<file path="src/hw/rtl/srf_pkg.sv">
// shared types and constants of the split frame reassembler
// no dependencies; used by every other file of the block except srf_if
`default_nettype none

package srf_pkg;

   // request commands
   typedef enum logic [1:0] {
      CMD_TICK = 2'd0,
      CMD_BYTE = 2'd1,
      CMD_CRC  = 2'd2,
      CMD_READ = 2'd3
   } cmd_type;

   // response kinds
   typedef enum logic [2:0] {
      KIND_PAYLOAD   = 3'd0,
      KIND_READY     = 3'd1,
      KIND_RUNT      = 3'd2,
      KIND_CRC_FAIL  = 3'd3,
      KIND_TIMEOUT   = 3'd4,
      KIND_RESTARTED = 3'd5,
      KIND_READ_DATA = 3'd6
   } kind_type;

   localparam int LenWidth = 9;
   localparam int TimerWidth = 16;
   localparam logic [LenWidth-1:0] StoreLimit = 9'd511;
   localparam logic [TimerWidth-1:0] TimeoutReset = 16'd10000;

   // one response item
   typedef struct packed {
      kind_type             kind;
      logic [7:0]           byte_out;
      logic [LenWidth-1:0]  packet_length;
      logic                 last_of_packet;
   } rsp_item_type;

   // first result stage between control and output register
   typedef struct packed {
      logic         valid;
      rsp_item_type item;
   } stage_type;

   // store access issued by the control unit
   typedef struct packed {
      logic                wr_en;
      logic [LenWidth-1:0] wr_addr;
      logic [7:0]          wr_data;
      logic                rd_en;
      logic [LenWidth-1:0] rd_addr;
   } store_cmd_type;

endpackage

`default_nettype wire

</file>
<file path="src/hw/rtl/srf_if.sv">
// request and response channel interfaces of the split frame reassembler
// no dependencies
`default_nettype none

interface srf_req_if;
   logic       valid;
   logic       ready;
   logic [1:0] command;
   logic [7:0] data;
   logic       frame_end;
   logic [8:0] read_index;

   modport source (output valid, command, data, frame_end, read_index, input ready);
   modport sink (input valid, command, data, frame_end, read_index, output ready);
endinterface

interface srf_rsp_if;
   logic       valid;
   logic       ready;
   logic [2:0] kind;
   logic [7:0] byte_out;
   logic [8:0] packet_length;
   logic       last_of_packet;

   modport source (output valid, kind, byte_out, packet_length, last_of_packet, input ready);
   modport sink (input valid, kind, byte_out, packet_length, last_of_packet, output ready);
endinterface

`default_nettype wire

</file>
<file path="src/hw/rtl/split_frame_reassembler.sv">
// split frame reassembler top level: one request per cycle, back to back, while the response channel does not stall
// a response to an accepted request passes these registers in order:
// first result stage, then output register; the store read fills the first
// requests that cause no response leave no trace on the response channel
// reset clears control state and sets the timeout to 10000 ticks; the store is not cleared
`default_nettype none

module split_frame_reassembler #(
   parameter int MAX_FRAME_BYTES = 255,
   parameter int STORE_DEPTH = 512
) (
   input  wire logic        clock,
   input  wire logic        reset,
   srf_req_if.sink          req_chan,
   srf_rsp_if.source        rsp_chan,
   input  wire logic        csr_write_enable,
   input  wire logic [15:0] csr_write_data
);

   srf_pkg::stage_type     s1;
   srf_pkg::store_cmd_type store_cmd;
   logic                   take;
   logic [7:0]             rd_data;

   // deframer control
   srf_ctrl #(
      .MAX_FRAME_BYTES(MAX_FRAME_BYTES)
   ) u_ctrl (
      .clock           (clock),
      .reset           (reset),
      .req             (req_chan),
      .csr_write_enable(csr_write_enable),
      .csr_write_data  (csr_write_data),
      .take            (take),
      .s1_ff           (s1),
      .store_cmd       (store_cmd)
   );

   // reassembly store
   srf_store #(
      .STORE_DEPTH(STORE_DEPTH)
   ) u_store (
      .clock     (clock),
      .cmd       (store_cmd),
      .rd_data_ff(rd_data)
   );

   // response register
   srf_out_stage u_out (
      .clock  (clock),
      .reset  (reset),
      .s1     (s1),
      .rd_data(rd_data),
      .take   (take),
      .rsp    (rsp_chan)
   );

endmodule

`default_nettype wire

</file>
<file path="src/hw/rtl/srf_store.sv">
// reassembly byte store: one write and one registered read port
// depends on srf_pkg
`default_nettype none

module srf_store #(
   parameter int STORE_DEPTH = 512
) (
   input  wire logic                   clock,
   input  wire srf_pkg::store_cmd_type cmd,
   output logic [7:0]                  rd_data_ff
);

   localparam int AddrWidth = $clog2(STORE_DEPTH);

   logic [7:0] mem [STORE_DEPTH];

   // write port
   always_ff @(posedge clock) begin
      if (cmd.wr_en) begin
         mem[AddrWidth'(cmd.wr_addr)] <= cmd.wr_data;
      end
   end

   // registered read port
   always_ff @(posedge clock) begin
      if (cmd.rd_en) begin
         rd_data_ff <= mem[AddrWidth'(cmd.rd_addr)];
      end
   end

endmodule

`default_nettype wire

</file>
<file path="src/hw/rtl/srf_ctrl.sv">
// deframing and split tracking control, timeout register and first result stage
// depends on srf_pkg and srf_req_if
`default_nettype none

module srf_ctrl #(
   parameter int MAX_FRAME_BYTES = 255
) (
   input  wire logic                    clock,
   input  wire logic                    reset,
   srf_req_if.sink                      req,
   input  wire logic                    csr_write_enable,
   input  wire logic [15:0]             csr_write_data,
   input  wire logic                    take,
   output srf_pkg::stage_type           s1_ff,
   output srf_pkg::store_cmd_type       store_cmd
);

   typedef enum logic [1:0] {
      MODE_STREAM  = 2'd0,
      MODE_SPLIT   = 2'd1,
      MODE_APPEND  = 2'd2,
      MODE_DISCARD = 2'd3
   } mode_type;

   localparam logic [7:0] MaxCount = 8'(MAX_FRAME_BYTES);

   logic                            accept;
   logic                            in_frame_ff, in_frame_in;
   mode_type                        mode_ff, mode_in;
   logic [7:0]                      count_ff, count_in;
   logic                            pending_ff, pending_in;
   logic [3:0]                      split_seq_ff, split_seq_in;
   logic [3:0]                      head_seq_ff, head_seq_in;
   logic [srf_pkg::LenWidth-1:0]    len_ff, len_in;
   logic [srf_pkg::TimerWidth-1:0]  wait_ff, wait_in;
   logic [srf_pkg::TimerWidth-1:0]  timeout_ff;
   srf_pkg::stage_type              s1_in;

   // a new request enters when the first result stage is free or moving on
   assign req.ready = !s1_ff.valid || take;
   assign accept = req.valid && req.ready;

   // next state of the deframer
   always_comb begin
      in_frame_in  = in_frame_ff;
      mode_in      = mode_ff;
      count_in     = count_ff;
      pending_in   = pending_ff;
      split_seq_in = split_seq_ff;
      head_seq_in  = head_seq_ff;
      len_in       = len_ff;
      wait_in      = wait_ff;
      s1_in        = '0;
      store_cmd    = '0;
      store_cmd.wr_data = req.data;
      store_cmd.rd_addr = req.read_index;
      if (accept) begin
         case (srf_pkg::cmd_type'(req.command))
            srf_pkg::CMD_TICK: begin
               if (pending_ff) begin
                  if (wait_ff >= timeout_ff) begin
                     pending_in = 1'b0;
                     wait_in    = '0;
                     if (in_frame_ff && count_ff >= 8'd2 &&
                         (mode_ff == MODE_SPLIT || mode_ff == MODE_APPEND)) begin
                        mode_in = MODE_DISCARD;
                     end
                     s1_in.valid     = 1'b1;
                     s1_in.item.kind = srf_pkg::KIND_TIMEOUT;
                  end else begin
                     wait_in = wait_ff + 16'd1;
                  end
               end
            end
            srf_pkg::CMD_CRC: begin
               s1_in.valid     = 1'b1;
               s1_in.item.kind = srf_pkg::KIND_CRC_FAIL;
            end
            srf_pkg::CMD_READ: begin
               store_cmd.rd_en = 1'b1;
               s1_in.valid     = 1'b1;
               s1_in.item.kind = srf_pkg::KIND_READ_DATA;
            end
            srf_pkg::CMD_BYTE: begin
               if (!in_frame_ff) begin
                  // header byte
                  head_seq_in = req.data[7:4];
                  if (req.frame_end) begin
                     count_in        = '0;
                     mode_in         = MODE_STREAM;
                     s1_in.valid     = 1'b1;
                     s1_in.item.kind = srf_pkg::KIND_RUNT;
                  end else begin
                     mode_in     = req.data[0] ? MODE_SPLIT : MODE_STREAM;
                     count_in    = 8'd1;
                     in_frame_in = 1'b1;
                  end
               end else begin
                  if (count_ff < MaxCount) begin
                     count_in = count_ff + 8'd1;
                     // split frames are classified at their first payload byte
                     if (count_in == 8'd2 && mode_ff == MODE_SPLIT) begin
                        if (!pending_ff) begin
                           pending_in   = 1'b1;
                           split_seq_in = head_seq_ff;
                           len_in       = '0;
                           wait_in      = '0;
                        end else if (head_seq_ff == split_seq_ff) begin
                           mode_in = MODE_APPEND;
                        end else begin
                           split_seq_in    = head_seq_ff;
                           len_in          = '0;
                           wait_in         = '0;
                           s1_in.valid     = 1'b1;
                           s1_in.item.kind = srf_pkg::KIND_RESTARTED;
                        end
                     end
                     if (mode_in == MODE_STREAM) begin
                        s1_in.valid               = 1'b1;
                        s1_in.item.kind           = srf_pkg::KIND_PAYLOAD;
                        s1_in.item.byte_out       = req.data;
                        s1_in.item.last_of_packet = req.frame_end || count_in == MaxCount;
                     end else if (mode_in == MODE_SPLIT || mode_in == MODE_APPEND) begin
                        if (len_in < srf_pkg::StoreLimit) begin
                           store_cmd.wr_en   = 1'b1;
                           store_cmd.wr_addr = len_in;
                           len_in            = len_in + 9'd1;
                        end
                     end
                  end
                  // end of frame
                  if (req.frame_end) begin
                     if (mode_in == MODE_APPEND) begin
                        pending_in               = 1'b0;
                        wait_in                  = '0;
                        s1_in.valid              = 1'b1;
                        s1_in.item.kind          = srf_pkg::KIND_READY;
                        s1_in.item.byte_out      = '0;
                        s1_in.item.packet_length = len_in;
                     end
                     in_frame_in = 1'b0;
                     mode_in     = MODE_STREAM;
                     count_in    = '0;
                  end
               end
            end
            default: begin
            end
         endcase
      end
   end

   // deframer state
   always_ff @(posedge clock) begin
      if (reset) begin
         in_frame_ff  <= 1'b0;
         mode_ff      <= MODE_STREAM;
         count_ff     <= '0;
         pending_ff   <= 1'b0;
         split_seq_ff <= '0;
         head_seq_ff  <= '0;
         len_ff       <= '0;
         wait_ff      <= '0;
      end else begin
         in_frame_ff  <= in_frame_in;
         mode_ff      <= mode_in;
         count_ff     <= count_in;
         pending_ff   <= pending_in;
         split_seq_ff <= split_seq_in;
         head_seq_ff  <= head_seq_in;
         len_ff       <= len_in;
         wait_ff      <= wait_in;
      end
   end

   // timeout register
   always_ff @(posedge clock) begin
      if (reset) begin
         timeout_ff <= srf_pkg::TimeoutReset;
      end else if (csr_write_enable) begin
         timeout_ff <= csr_write_data;
      end
   end

   // first result stage, payload loads with every accepted request
   always_ff @(posedge clock) begin
      if (reset) begin
         s1_ff.valid <= 1'b0;
      end else if (accept) begin
         s1_ff.valid <= s1_in.valid;
      end else if (take) begin
         s1_ff.valid <= 1'b0;
      end
      if (accept) begin
         s1_ff.item <= s1_in.item;
      end
   end

endmodule

`default_nettype wire

</file>
<file path="src/hw/rtl/srf_out_stage.sv">
// output register of the response channel, merges store read data
// depends on srf_pkg and srf_rsp_if
`default_nettype none

module srf_out_stage (
   input  wire logic               clock,
   input  wire logic               reset,
   input  wire srf_pkg::stage_type s1,
   input  wire logic [7:0]         rd_data,
   output logic                    take,
   srf_rsp_if.source               rsp
);

   logic                  valid_ff;
   srf_pkg::rsp_item_type item_ff, item_in;

   // move the first stage forward when the output register is free or drains
   assign take = s1.valid && (!valid_ff || rsp.ready);

   // store read data joins here
   always_comb begin
      item_in = s1.item;
      if (s1.item.kind == srf_pkg::KIND_READ_DATA) begin
         item_in.byte_out = rd_data;
      end
   end

   always_ff @(posedge clock) begin
      if (reset) begin
         valid_ff <= 1'b0;
      end else if (take) begin
         valid_ff <= 1'b1;
      end else if (rsp.ready) begin
         valid_ff <= 1'b0;
      end
   end

   always_ff @(posedge clock) begin
      if (take) begin
         item_ff <= item_in;
      end
   end

   assign rsp.valid          = valid_ff;
   assign rsp.kind           = item_ff.kind;
   assign rsp.byte_out       = item_ff.byte_out;
   assign rsp.packet_length  = item_ff.packet_length;
   assign rsp.last_of_packet = item_ff.last_of_packet;

endmodule

`default_nettype wire

</file>
<file path="src/flat_wrapper.sv">
// flat-port wrapper written by rule: the top's interface ports become plain ports
module split_frame_reassembler_flat 
#(
   parameter int MAX_FRAME_BYTES = 255,
   parameter int STORE_DEPTH = 512
)
  (clock, reset, csr_write_enable, csr_write_data, req_chan_valid, req_chan_command, req_chan_data, req_chan_frame_end, req_chan_read_index, req_chan_ready, rsp_chan_valid, rsp_chan_kind, rsp_chan_byte_out, rsp_chan_packet_length, rsp_chan_last_of_packet, rsp_chan_ready);
  srf_req_if req_chan_i ();
  srf_rsp_if rsp_chan_i ();
  input  wire logic clock;
  input  wire logic reset;
  input  wire logic csr_write_enable;
  input  wire logic [15:0] csr_write_data;
  input wire logic [$bits(req_chan_i.valid)-1:0] req_chan_valid;
  input wire logic [$bits(req_chan_i.command)-1:0] req_chan_command;
  input wire logic [$bits(req_chan_i.data)-1:0] req_chan_data;
  input wire logic [$bits(req_chan_i.frame_end)-1:0] req_chan_frame_end;
  input wire logic [$bits(req_chan_i.read_index)-1:0] req_chan_read_index;
  output wire logic [$bits(req_chan_i.ready)-1:0] req_chan_ready;
  output wire logic [$bits(rsp_chan_i.valid)-1:0] rsp_chan_valid;
  output wire logic [$bits(rsp_chan_i.kind)-1:0] rsp_chan_kind;
  output wire logic [$bits(rsp_chan_i.byte_out)-1:0] rsp_chan_byte_out;
  output wire logic [$bits(rsp_chan_i.packet_length)-1:0] rsp_chan_packet_length;
  output wire logic [$bits(rsp_chan_i.last_of_packet)-1:0] rsp_chan_last_of_packet;
  input wire logic [$bits(rsp_chan_i.ready)-1:0] rsp_chan_ready;
  assign req_chan_i.valid = req_chan_valid;
  assign req_chan_i.command = req_chan_command;
  assign req_chan_i.data = req_chan_data;
  assign req_chan_i.frame_end = req_chan_frame_end;
  assign req_chan_i.read_index = req_chan_read_index;
  assign req_chan_ready = req_chan_i.ready;
  assign rsp_chan_valid = rsp_chan_i.valid;
  assign rsp_chan_kind = rsp_chan_i.kind;
  assign rsp_chan_byte_out = rsp_chan_i.byte_out;
  assign rsp_chan_packet_length = rsp_chan_i.packet_length;
  assign rsp_chan_last_of_packet = rsp_chan_i.last_of_packet;
  assign rsp_chan_i.ready = rsp_chan_ready;
  split_frame_reassembler #(.MAX_FRAME_BYTES(MAX_FRAME_BYTES), .STORE_DEPTH(STORE_DEPTH)) u_core (.clock(clock), .reset(reset), .req_chan(req_chan_i), .rsp_chan(rsp_chan_i), .csr_write_enable(csr_write_enable), .csr_write_data(csr_write_data));
endmodule
</file>
<file path="config.mk">
export PLATFORM = sky130hd
export DESIGN_NAME = split_frame_reassembler_flat
export DESIGN_NICKNAME = d
export VERILOG_FILES = /design/src/hw/rtl/srf_pkg.sv /design/src/hw/rtl/srf_if.sv /design/src/hw/rtl/split_frame_reassembler.sv /design/src/hw/rtl/srf_store.sv /design/src/hw/rtl/srf_ctrl.sv /design/src/hw/rtl/srf_out_stage.sv /design/src/flat_wrapper.sv
export SDC_FILE = /design/constraint.sdc
export NUM_CORES = 2
export LEC_CHECK = 0
export BUFFER_PORTS_ARGS = -buffer_cell sky130_fd_sc_hd__buf_4
export CELL_PAD_IN_SITES_DETAIL_PLACEMENT = 2
export CELL_PAD_IN_SITES_GLOBAL_PLACEMENT = 2
export CORE_MARGIN = 2
export CORE_UTILIZATION = 52
export CTS_BUF_LIST = sky130_fd_sc_hd__clkbuf_8
export DETAILED_ROUTE_END_ITERATION = 8
export MAX_ROUTING_LAYER = met4
export PLACE_DENSITY = 0.94
export SYNTH_ARGS = -nofsm -noshare
export SYNTH_HDL_FRONTEND = slang
export SYNTH_HIERARCHICAL = 1
export SYNTH_SLANG_ARGS = --single-unit
</file>
<file path="constraint.sdc">
create_clock -name clock -period 5.8 [get_ports clock]
set_input_delay 1.74 -clock clock [delete_from_list [all_inputs] [get_ports clock]]
set_output_delay 1.74 -clock clock [all_outputs]
set_load 0.02 [all_outputs]
</file>
==> reports/metrics.cfg, run 1 <==
[place]
port_buffers = 63
dp_hpwl_um = 549500
place_congestion = 0.9433

[yosys]
synthDistinctLibCells = 75
ys.warnings.count = 6
yosys.area.top_type = edfxtp_1
synthesis.nets = 8704
synth_edf_count = 4146
ys_top_cells_by_area = edfxtp_1 (75%), mux4_2 (8.9%), mux2i_1 (4.9%)
syn_avg_cell_area_sq_um = 19.18
ys_seq_elements = 4209
ys.flop_type = edfxtp_1
synth.cell_area_sq_um = 165700
yosysSeqAreaShare = 0.7590
syn_inst = 8639
synth_top_area_share = 0.7513
synthArstFlopShare = 0

[floorplanning]
die_w_um = 568.5
io_pins = 64
start_util = 0.5218
num_rows = 207
die_h_um = 568.5

[status]
tool.error = [ERROR DPL-0033] detailed placement checks failed during check placement.
status = did not finish
haltStage = 3_5_place_dp

-- metrics by stage --
step              setup WS, ns  hold slack (ns)  cell area (sq um)  std cells
global placement       0.04440           0.4105             174800      13020
floorplan               0.4618           0.4003             165700       8639
-- synth_stat cells, types with 21 or more instances --
master,number
a22oi_1,65
nand4_1,47
buf_2,65
nor2_1,642
o22ai_1,164
and2_1,32
nand2_1,169
ha_1,24
mux2i_1,818
a211oi_1,21
and3_1,21
nor4_1,40
nand3_1,68
buf_1,43
clkbuf_1,279
edfxtp_1,4146
buf_4,88
buf_6,64
nor3_1,116
a21oi_1,226
or3_1,25
o221ai_1,372
inv_1,31
dfxtp_1,63
o21ai_0,140
mux4_2,654
-- cells by family after synthesis --
| kind of cell | count (synthesis) | synth area share |
|---|---|---|
| flip-flops | 4209 | 0.7590 |
| multiplexers | 1481 | 0.1390 |
| AND/OR/NAND/NOR | 1232 | 0.03343 |
| AO/OA/AOI/OAI | 1095 | 0.04632 |
| buffers and inverters | 587 | 0.01992 |
| adder cells (fa/ha/maj) | 24 | 0.001812 |
| XOR/XNOR | 11 | 0.0005814 |
==> inputs of run 2 (changes only) <==
--- a/config.mk
+++ b/config.mk
@@ -6,14 +6,10 @@
 export NUM_CORES = 2
 export LEC_CHECK = 0
 export BUFFER_PORTS_ARGS = -buffer_cell sky130_fd_sc_hd__buf_4
-export CELL_PAD_IN_SITES_DETAIL_PLACEMENT = 2
-export CELL_PAD_IN_SITES_GLOBAL_PLACEMENT = 2
 export CORE_MARGIN = 2
-export CORE_UTILIZATION = 52
-export CTS_BUF_LIST = sky130_fd_sc_hd__clkbuf_8
+export CORE_UTILIZATION = 40
 export DETAILED_ROUTE_END_ITERATION = 8
-export MAX_ROUTING_LAYER = met4
-export PLACE_DENSITY = 0.94
+export PLACE_DENSITY_LB_ADDON = 0.15
 export SYNTH_ARGS = -nofsm -noshare
 export SYNTH_HDL_FRONTEND = slang
 export SYNTH_HIERARCHICAL = 1
==> run 2 against run 1 <==
- the flow now finishes without violations
- synthesized cell count is the same
- synthesized area unchanged
==> reports/metrics.cfg, run 2 <==
[worst_setup_path]
ff2ff_path_depth = 17
rr_endpoint = u_core/u_store/mem[12][7]$_DFFE_PP_
crit_chain = ha_1 > and3_1 > mux2i_1 > mux2i_4 > nand2_1 > o21ai_0 > ha_1 > nor2b_1 > nand3_1 > a21oi_1 > buf_4 > and3_1 > buf_4 > nor3_1 > nand2_1 > buf_4 > nor2_1
critPathKind = flop to flop
slowest_stage = nor2_1
startpoint_type = flop
arrival_ns = 6.02
cp_slowest_stage_delay_ns = 0.75
cp_common_cell = buf_4
cp_top_family = simple AND/OR/NAND/NOR gates
r2r_slack_ns = 0.39
worstSetupEndpointType = flop
timing.rr.start = u_core/u_ctrl/count_ff[0]$_SDFFE_PP0P_
critPathBufInv = 3
crit_fanout = 16
crit_required_ns = 6.41

[finish]
largestRegisters = u_core/u_store/mem x4096, u_core/u_ctrl/s1_ff x22
top_register = u_core/u_store/mem
finalCoreUtilization = 0.4642
nFillCells = 34600
mostFrequentLayoutCells = edfxtp_1 (4146), mux2i_1 (818), buf_4 (773), mux4_2 (654), nor2_1 (639)
multiInputGateArea_sq_um = 36860
final_common_cell = edfxtp_1
num-nets-final = 9484
largest_reg_flops = 4096
drive_gt1_frac = 0.2261
seqCellArea_sq_um = 125800
syn_to_final_growth_pct = 15.65

[pwr]
ir_drop_v = 0.0002663
p_leak_nw = 62.23
power.density_nw_per_um2 = 333.8

[status]
status = finished clean

[cts]
cts_max_level = 5
post_cts_resized = 0
cts_buffer_depth = 4
cts_buffers = 443
root_buffer = clkbuf_16
post_cts_buffers = 0
cts_tree = built
cts_hold_buf = 0
path_clk_slew_ns = 0.06
cts_sinks = 4209
insertion_delay_ns = 1.00

[place]
dp_hpwl_um = 292100  ; -47%
place_congestion = 0.8537  ; -9.5%
port_buffers = 63  ; unchanged

[yosys]
syn_inst = 8639  ; unchanged
yosysSeqAreaShare = 0.7590  ; unchanged
ys_top_cells_by_area = edfxtp_1 (75%), mux4_2 (8.9%), mux2i_1 (4.9%)
ys_seq_elements = 4209  ; unchanged
ys.warnings.count = 6  ; unchanged
synthDistinctLibCells = 75  ; unchanged
ys.flop_type = edfxtp_1
syn_avg_cell_area_sq_um = 19.18  ; unchanged
yosys.area.top_type = edfxtp_1
synth.most_common_cell = edfxtp_1
synthesis.nets = 8704  ; unchanged
synth_edf_count = 4146  ; unchanged
synth_top_area_share = 0.7513  ; unchanged
synth.cell_area_sq_um = 165700  ; unchanged
synthTopCellsByCount = edfxtp_1 (4146), mux2i_1 (818), mux4_2 (654), nor2_1 (642), o221ai_1 (372)
synthArstFlopShare = 0  ; unchanged

[routing]
wl_per_cell_um = 30.33
initialDrtViolationCount = 10120
viasPerCell = 5.745
firstDrtPassIters = 6
detail-route-antenna-nets = 0
wirelength_um = 462800
drc = 0
vias = 87660

[global_route]
grt_pass1_wl_um = 654700
grt_max_degree = 144
grt_overflow_total = 0
antenna_found_initial = 27
grt.total_usage = 0.2170
grt_pass1_vias = 87350

[min_path]
hp-class = flop to flop
hold_depth = 0
hold_start = u_core/u_ctrl/s1_ff[1]$_SDFFCE_PN0P_
holdPathEnd = u_core/u_out/rsp.packet_length[0]$_DFFE_PP_

[floorplanning]
die_area_sq_um = 419400
start_util = 0.4014  ; -0.1204
num_rows = 236  ; +14%
die_h_um = 647.6  ; +14%
io_pins = 64  ; unchanged
coreArea_sq_um = 412800
die_w_um = 647.6  ; +14%

[timing]
fin_crit_sh = 0.9326
setup_viol = 0
period_minus_slack_ns = 5.409
max_slew_margin = 0.1398
clock.fmax_mhz = 184.9
hold_violations = 0
drv_slew = 0
tightest_slew_ns = 1.278
finalClockSkew_ns = 0.07213
rsz0062_at_grt = false
whs_ns = 0.4244

[flow_run]
cap_violations = 0

-- run 2: cell counts after synthesis --
Identical to the previous run, type by type.
-- run 2: cell type report --
type,count,share of cell area
clock inverter,250,0.01214
tap,5474,0.03574
timing repair buffer,890,0.04225
antenna,5,0.00006529
sequential,4209,0.6562
inverter,32,0.0006659
multi-input combinational,3843,0.1923
clock buffer,555,0.06059
-- run 2: power by group --
group          switching [mW]  internal (mW)
Sequential             0.0299           33.4
Clock                    11.7           15.8
Combinational            2.03           1.02
-- run 2: metal layers --
metal	vias up	global-route usage	wire length, um
li1	37230	-	-
met1	46670	0.3118	199100
met2	3179	0.3525	221700
met3	577	0.02844	30690
met4	4	0.05055	11280
met5	-	0	17
-- run 2: worst max-delay path by stage --
stage                                                      start                                      to  slack, ns  cells past startpoint
final                     u_core/u_ctrl/count_ff[0]$_SDFFE_PP0P_     u_core/u_store/mem[12][7]$_DFFE_PP_       0.39                     17
after global routing      u_core/u_ctrl/count_ff[0]$_SDFFE_PP0P_     u_core/u_store/mem[13][1]$_DFFE_PP_      0.004                     17
after global placement                    req_chan_read_index[0]  u_core/u_store/rd_data_ff[1]$_DFFE_PP_      -0.16                      9
after CTS                 u_core/u_ctrl/count_ff[0]$_SDFFE_PP0P_    u_core/u_store/mem[362][4]$_DFFE_PP_       0.18                     18
after detailed placement                  req_chan_read_index[1]  u_core/u_store/rd_data_ff[5]$_DFFE_PP_      -0.10                     10
after floorplan                                   rsp_chan_ready    u_core/u_store/mem[299][0]$_DFFE_PP_       0.46                     12
-- run 2: cells by family after synthesis --
kind of cell,after synthesis,share of synthesized area
compound gates,1095,0.04632
xor+xnor,11,0.0005814
fa+ha+maj,24,0.001812
buf+inv,587,0.01992
flops,4209,0.7590
mux,1481,0.1390
simple gates,1232,0.03343
-- run 2: through the flow --
stage | setup slack [ns] | area [sq um] | TNS, ns | power [mW] | cells
finish | 0.3906 | 191600 | 0 | 63.97 | 15260
global placement | -0.1626 | 177700 | -0.2266 | 37.15 | 14450
floorplan | 0.4618 | 165700 | 0 | 35.94 | 8639
detailed placement | -0.1021 | 177700 | -0.1021 | 37.19 | 14450
global route | 0.004457 | 191600 | 0 | 65.83 | 15260
CTS | 0.1803 | 191600 | 0 | 64.56 | 15250
-- run 2: worst reg2reg max path, delay by kind of cell, from the launching register on --
family,cells,cell delay [ns]
adder cells (fa/ha/maj),2,0.53
multiplexers,2,0.50
flip-flops,1,0.43
buffers and inverters,3,0.68
AO/OA/AOI/OAI,2,0.29
AND/OR/NAND/NOR,8,2.59
Power figures use the tool's default switching activity.
